`src/rtl/sfm_pkg.sv`:
```
// Shared constants, types and code values for the substring first-match search.
package sfm_pkg;

	localparam int PATTERN_MAX   = 16;
	localparam int POSITION_BITS = 16;
	localparam int BYTE_W        = 8;
	localparam int WORD_W        = 64;
	localparam int LEN_W         = 5;
	localparam int INDEX_W       = 16;
	localparam int STATUS_W      = 2;
	localparam int REG_IDX_W     = 2;
	localparam int CELL_IDX_W    = (PATTERN_MAX > 1) ? $clog2(PATTERN_MAX) : 1;
	localparam int SUM_W         = (POSITION_BITS + 1 > INDEX_W) ? POSITION_BITS + 1 : INDEX_W;

	typedef logic [BYTE_W-1:0]        byte_t;
	typedef logic [POSITION_BITS-1:0] pos_t;
	typedef logic [LEN_W-1:0]         len_t;

	typedef enum logic [STATUS_W-1:0] {
		ST_FOUND     = 2'd0,
		ST_NOT_FOUND = 2'd1,
		ST_TOO_LONG  = 2'd2
	} status_t;

	localparam logic [REG_IDX_W-1:0] REG_PAT_LO  = 2'd0;
	localparam logic [REG_IDX_W-1:0] REG_PAT_HI  = 2'd1;
	localparam logic [REG_IDX_W-1:0] REG_PAT_LEN = 2'd2;

	localparam pos_t POS_MAX = {POSITION_BITS{1'b1}};
	localparam len_t LEN_MAX = LEN_W'(PATTERN_MAX);

endpackage

```
`src/rtl/substring_first_match.sv`:
```
// Top level of the streaming first-match substring search.
//
// The block takes one text byte per cycle and keeps a row of cells, one per pattern byte, in
// which cell k holds whether the newest k+1 bytes equal the first k+1 pattern bytes. A result
// is loaded into the output register at the transfer of the byte that completes the
// first occurrence, or of the final byte when there is none; at most one result per text.
// Input is stalled only while a result waits in the output register and is not being taken.
// A pattern length above sixteen acts as sixteen; positions saturate at their maximum.
module substring_first_match (
	input  logic                               clk,
	input  logic                               arst_n,
	input  logic                               cfg_we,
	input  logic [sfm_pkg::REG_IDX_W-1:0]      cfg_index,
	input  logic [sfm_pkg::WORD_W-1:0]         cfg_data,
	input  logic                               text_valid,
	output logic                               text_stall,
	input  logic [sfm_pkg::BYTE_W-1:0]         text_byte,
	input  logic                               end_of_text,
	output logic                               result_valid,
	input  logic                               result_stall,
	output logic [sfm_pkg::STATUS_W-1:0]       status,
	output logic [sfm_pkg::INDEX_W-1:0]        match_index,
	output logic [sfm_pkg::LEN_W-1:0]          match_length,
	output logic                               last
);
	import sfm_pkg::*;

	logic [WORD_W-1:0]       pat_lo_q;
	logic [WORD_W-1:0]       pat_hi_q;
	len_t                    len_q;
	logic [2*WORD_W-1:0]     pattern;
	len_t                    len_eff;
	logic [PATTERN_MAX-1:0]  cell_hit;
	logic [PATTERN_MAX-1:0]  cell_hit_q;
	logic [PATTERN_MAX-1:0]  cell_prev;
	logic [CELL_IDX_W-1:0]   sel;
	pos_t                    pos_q;
	logic                    reported_q;
	logic                    accept;
	logic                    hit;
	logic                    found;
	logic                    result;
	logic [SUM_W-1:0]        count_now;
	logic [SUM_W-1:0]        start_pos;
	logic                    out_valid_q;
	status_t                 status_q;
	logic [INDEX_W-1:0]      index_q;
	len_t                    length_q;

	always_ff @(posedge clk or negedge arst_n) begin
		if (!arst_n) begin
			pat_lo_q <= '0;
			pat_hi_q <= '0;
			len_q    <= '0;
		end else if (cfg_we) begin
			unique case (cfg_index)
				REG_PAT_LO:  pat_lo_q <= cfg_data;
				REG_PAT_HI:  pat_hi_q <= cfg_data;
				REG_PAT_LEN: len_q    <= cfg_data[LEN_W-1:0];
				default:     ;
			endcase
		end
	end

	assign pattern = {pat_hi_q, pat_lo_q};
	assign len_eff = (len_q > LEN_MAX) ? LEN_MAX : len_q;
	assign accept  = text_valid && !text_stall;
	assign text_stall = out_valid_q && result_stall;

	assign cell_prev = {cell_hit_q[PATTERN_MAX-2:0], 1'b1};

	for (genvar k = 0; k < PATTERN_MAX; k++) begin : g_cell
		sfm_cell u_cell (
			.clk          (clk),
			.arst_n       (arst_n),
			.advance      (accept),
			.restart      (end_of_text),
			.text_byte    (text_byte),
			.pattern_byte (pattern[k*BYTE_W +: BYTE_W]),
			.prev_q       (cell_prev[k]),
			.hit          (cell_hit[k]),
			.hit_q        (cell_hit_q[k])
		);
	end

	assign sel       = CELL_IDX_W'(len_eff - LEN_W'(1));
	assign hit       = (len_eff != '0) && cell_hit[sel];
	assign found     = !reported_q && hit;
	assign result    = found || (end_of_text && !reported_q);
	assign count_now = SUM_W'(pos_q) + SUM_W'(1);
	assign start_pos = count_now - SUM_W'(len_eff);

	always_ff @(posedge clk or negedge arst_n) begin
		if (!arst_n) begin
			pos_q      <= '0;
			reported_q <= 1'b0;
		end else if (accept) begin
			if (end_of_text) begin
				pos_q      <= '0;
				reported_q <= 1'b0;
			end else begin
				if (pos_q != POS_MAX) begin
					pos_q <= pos_q + POSITION_BITS'(1);
				end
				reported_q <= reported_q || found;
			end
		end
	end

	always_ff @(posedge clk or negedge arst_n) begin
		if (!arst_n) begin
			out_valid_q <= 1'b0;
		end else if (accept && result) begin
			out_valid_q <= 1'b1;
		end else if (!result_stall) begin
			out_valid_q <= 1'b0;
		end
	end

	always_ff @(posedge clk) begin
		if (accept && result) begin
			if (found) begin
				status_q <= ST_FOUND;
				index_q  <= start_pos[INDEX_W-1:0];
				length_q <= len_eff;
			end else begin
				status_q <= (SUM_W'(len_eff) > count_now) ? ST_TOO_LONG : ST_NOT_FOUND;
				index_q  <= '0;
				length_q <= '0;
			end
		end
	end

	assign result_valid = out_valid_q;
	assign status       = status_q;
	assign match_index  = index_q;
	assign match_length = length_q;
	assign last         = 1'b1;

endmodule

```
`src/rtl/sfm_cell.sv`:
```
// One cell of the match chain: tracks a partial match that ends at the newest byte.
module sfm_cell (
	input  logic          clk,
	input  logic          arst_n,
	input  logic          advance,
	input  logic          restart,
	input  sfm_pkg::byte_t text_byte,
	input  sfm_pkg::byte_t pattern_byte,
	input  logic          prev_q,
	output logic          hit,
	output logic          hit_q
);
	import sfm_pkg::*;

	assign hit = prev_q && (text_byte == pattern_byte);

	always_ff @(posedge clk or negedge arst_n) begin
		if (!arst_n) begin
			hit_q <= 1'b0;
		end else if (advance) begin
			hit_q <= restart ? 1'b0 : hit;
		end
	end

endmodule

```
`config.mk`:
```
export PLATFORM = sky130hd
export DESIGN_NAME = substring_first_match
export DESIGN_NICKNAME = d
export VERILOG_FILES = /design/src/rtl/sfm_pkg.sv /design/src/rtl/substring_first_match.sv /design/src/rtl/sfm_cell.sv
export SDC_FILE = /design/constraint.sdc
export NUM_CORES = 1
export LEC_CHECK = 0
export ABC_AREA = 1
export BUFFER_PORTS_ARGS = -buffer_cell sky130_fd_sc_hd__buf_2
export CORE_MARGIN = 2
export CORE_UTILIZATION = 55
export DETAILED_ROUTE_END_ITERATION = 8
export PLACE_DENSITY = 0.78
export SYNTH_ARGS = -nofsm -noshare
export SYNTH_HDL_FRONTEND = slang
export SYNTH_HIERARCHICAL = 1
export SYNTH_SLANG_ARGS = --single-unit
```
`constraint.sdc`:
```
create_clock -name clk -period 3.14 [get_ports clk]
set_clock_uncertainty 0.2 [all_clocks]
set_input_delay 0.157 -clock clk [delete_from_list [all_inputs] [get_ports clk]]
set_output_delay 0.157 -clock clk [all_outputs]
set_load 0.02 [all_outputs]
```
==> impl_metrics.py <==
metrics = {
    "placement": {
        "dp.cells": 1964,
        "gp_congestion": 0.962,
        "dp_hpwl_um": 18500,
        "io_buffers": 104,
    },
    "floorplan": {
        "start_util_pct": 56.1,
        "die-area_mm2": 0.0218,
        "ios": 106,
        "die_w_um": 148,
        "row_count": 52,
        "die_h_um": 148,
        "coreArea_mm2": 0.0202,
    },
    "logic_synthesis": {
        "yosysWarnings": 6,
        "avgSynthCellArea_um2": 7.06,
        "netlist_area_mm2": 0.0114,
        "netlist_instances": 1609,
    },
    "global_route": {
        "grt_max_degree": 83,
        "antenna_found_initial": 0,
        "grt_usage_pct": 25.9,
        "gr-total-overflow": 0,
        "grt_pass1_wl_um": 45600,
        "grt_pass1_vias": 9695,
    },
    "detailed_routing": {
        "remaining_drc_errors": 0,
        "via_per_inst": 4.95,
        "ant_nets": 0,
        "wl_per_cell_um": 13.1,
        "firstDrtPassIters": 6,
        "drt-total-wl_um": 27000,
        "vias": 10220,
        "drt-initial-drc-count": 688,
    },
    "timing": {
        "drv_slew": 0,
        "finalSetupViolations": 0,
        "finalCritPeriodShare_pct": 91.3,
        "tns_ns": 0,
        "hold_violations": 0,
        "rsz0062_at_grt": "false",
        "period_needed_ns": 2.87,
        "slew_headroom_pct": 14.5,
        "clock.fmax_mhz": 349,
        "worstMarginPinSlew_ns": 1.28,
    },
    "critical_path": {
        "critPathRequiredTime_ns": 3.14,
        "cp.arrival_ns": 2.87,
        "critPathLaunchType": "flip-flop",
        "r2r_start": "pos_q[0]",
        "cp-end-kind": "flip-flop",
        "path_class": "flip-flop to flip-flop",
        "crit_path_max_fanout": 6,
        "crit_path_start": "pos_q[0]",
    },
    "power": {
        "cellPowerDensity_mw_per_mm2": 547,
        "power_leakage_nw": 7.42,
        "peakVddDrop_v": 0.000439,
    },
    "clock_network": {
        "cts_root_buf": "clkbuf_16",
        "clkTransAtPathRegs_ns": 0.07,
        "cts_buffer_depth": 2,
        "post_cts_buffers": 0,
        "cts_max_level": 4,
        "clock_sinks": 189,
        "cts_tree": "yes",
        "cts_inserted_buffers": 17,
        "insertion_delay_ns": 0.43,
    },
    "job": {
        "drv_cap": 0,
    },
    "run_status": {
        "status": "finished clean",
    },
    "finish": {
        "final_core_util_pct": 66.8,
        "fillCellCount": 1721,
        "area_delta_synth_final_pct": 19.1,
        "diodes": 0,
        "final_nets": 1873,
        "instances_no_fill": 2063,
        "drive_gt1_share_pct": 13.4,
    },
    "hold_path": {
        "hp-class": "input port to flip-flop",
        "hp-start": "end_of_text",
    },
}
flip-flops by register name, summed over array words and instances, names as in the netlist:
name and count:
match_length 5, result_valid 1, match_index 16, pat_hi_q 64, len_q 5, g_cell.u_cell/hit_q 15, reported_q 1, status 2
pat_lo_q 64, pos_q 16
placed cells by master (no fill, tap or decap), drive strengths merged:
cell	n
a21o	1
xor2	9
clkbuf	21
inv	366
fa	1
nor2	100
bufinv	1
ha	12
and2	17
conb	2
or2	33
o21ai	141
o22ai	15
nand4	29
a21oi	28
buf	120
clkinv	22
a211oi	1
xnor2	17
clkinvlp	4
nand2	488
edfxtp	23
dlygate4sd3	67
nor3	11
nand3	98
dfrtp	166
path summary, 6_finish.rpt:
kind,endpoint,slack [ns],depth (start not counted)
worst max-delay path,match_index[15],0.27,14
worst min-delay path,g_cell[3].u_cell/hit_q,0.08,4
worst max register to register,match_index[15],0.27,14
worst min register to register,g_cell[13].u_cell/hit_q,0.28,2
max in group asynchronous,pos_q[0],1.77,3
min in group asynchronous,pat_hi_q[25],0.14,2
through the flow:
step | power (mW) | hold slack, ns | setup slack [ns] | cell area (µm²)
final | 7.40 | 0.0752 | 0.273 | 13500
after global routing | 7.89 | 0.0773 | 0.0620 | 13500
after CTS | 7.42 | 0.0523 | 0.276 | 13500
after detailed placement | 5.29 | 0.0614 | 0.286 | 12300
after global placement | 5.22 | 0.0575 | 0.373 | 12300
after floorplan | 4.66 | -0.339 | 0.114 | 11400
final cells by class:
cell class	count	area (µm²)	share of cell area [%]
tap	270	338	2.50
clock inverter	11	93.8	0.694
timing repair buffer	187	1410	10.4
multi-input combinational	1003	4940	36.6
inverter	382	1440	10.6
clock buffer	21	460	3.40
sequential	189	4840	35.8
where the power goes:
part	internal [mW]	switching [mW]	total (mW)
Sequential	2.91	0.264	3.17
Combinational	0.817	1.34	2.16
Clock	1.13	0.936	2.07
worst max-delay path, stage by stage (launching register included):
cell and delay, ns:
dfrtp_1 0.44, ha_1 0.28, nand2_2 0.11, nor2_4 0.13, xor2_1 0.24, inv_1 0.07, ha_1 0.37, nand2_1 0.15
nor2_1 0.07, nor2_1 0.10, nand2_1 0.11, nor2_2 0.18, nand3_1 0.08, nand3_1 0.09, inv_1 0.04
layer usage:
layer | vias to the layer above | global-route usage [%] | share of wire (%)
li1 | 5189 | - | -
met1 | 4719 | 34.0 | 45
met2 | 269 | 44.8 | 49
met3 | 43 | 3.18 | 4.5
met4 | 0 | 8.27 | 1.8
met5 | - | 0 | 0
timing repair:
item	4_1_cts	5_1_grt
gates resized for setup	0	1
hold buffers	67	0
endpoints found under the setup margin	0	1
endpoints found under the hold margin	214	0
Power figures use the tool's default switching activity.
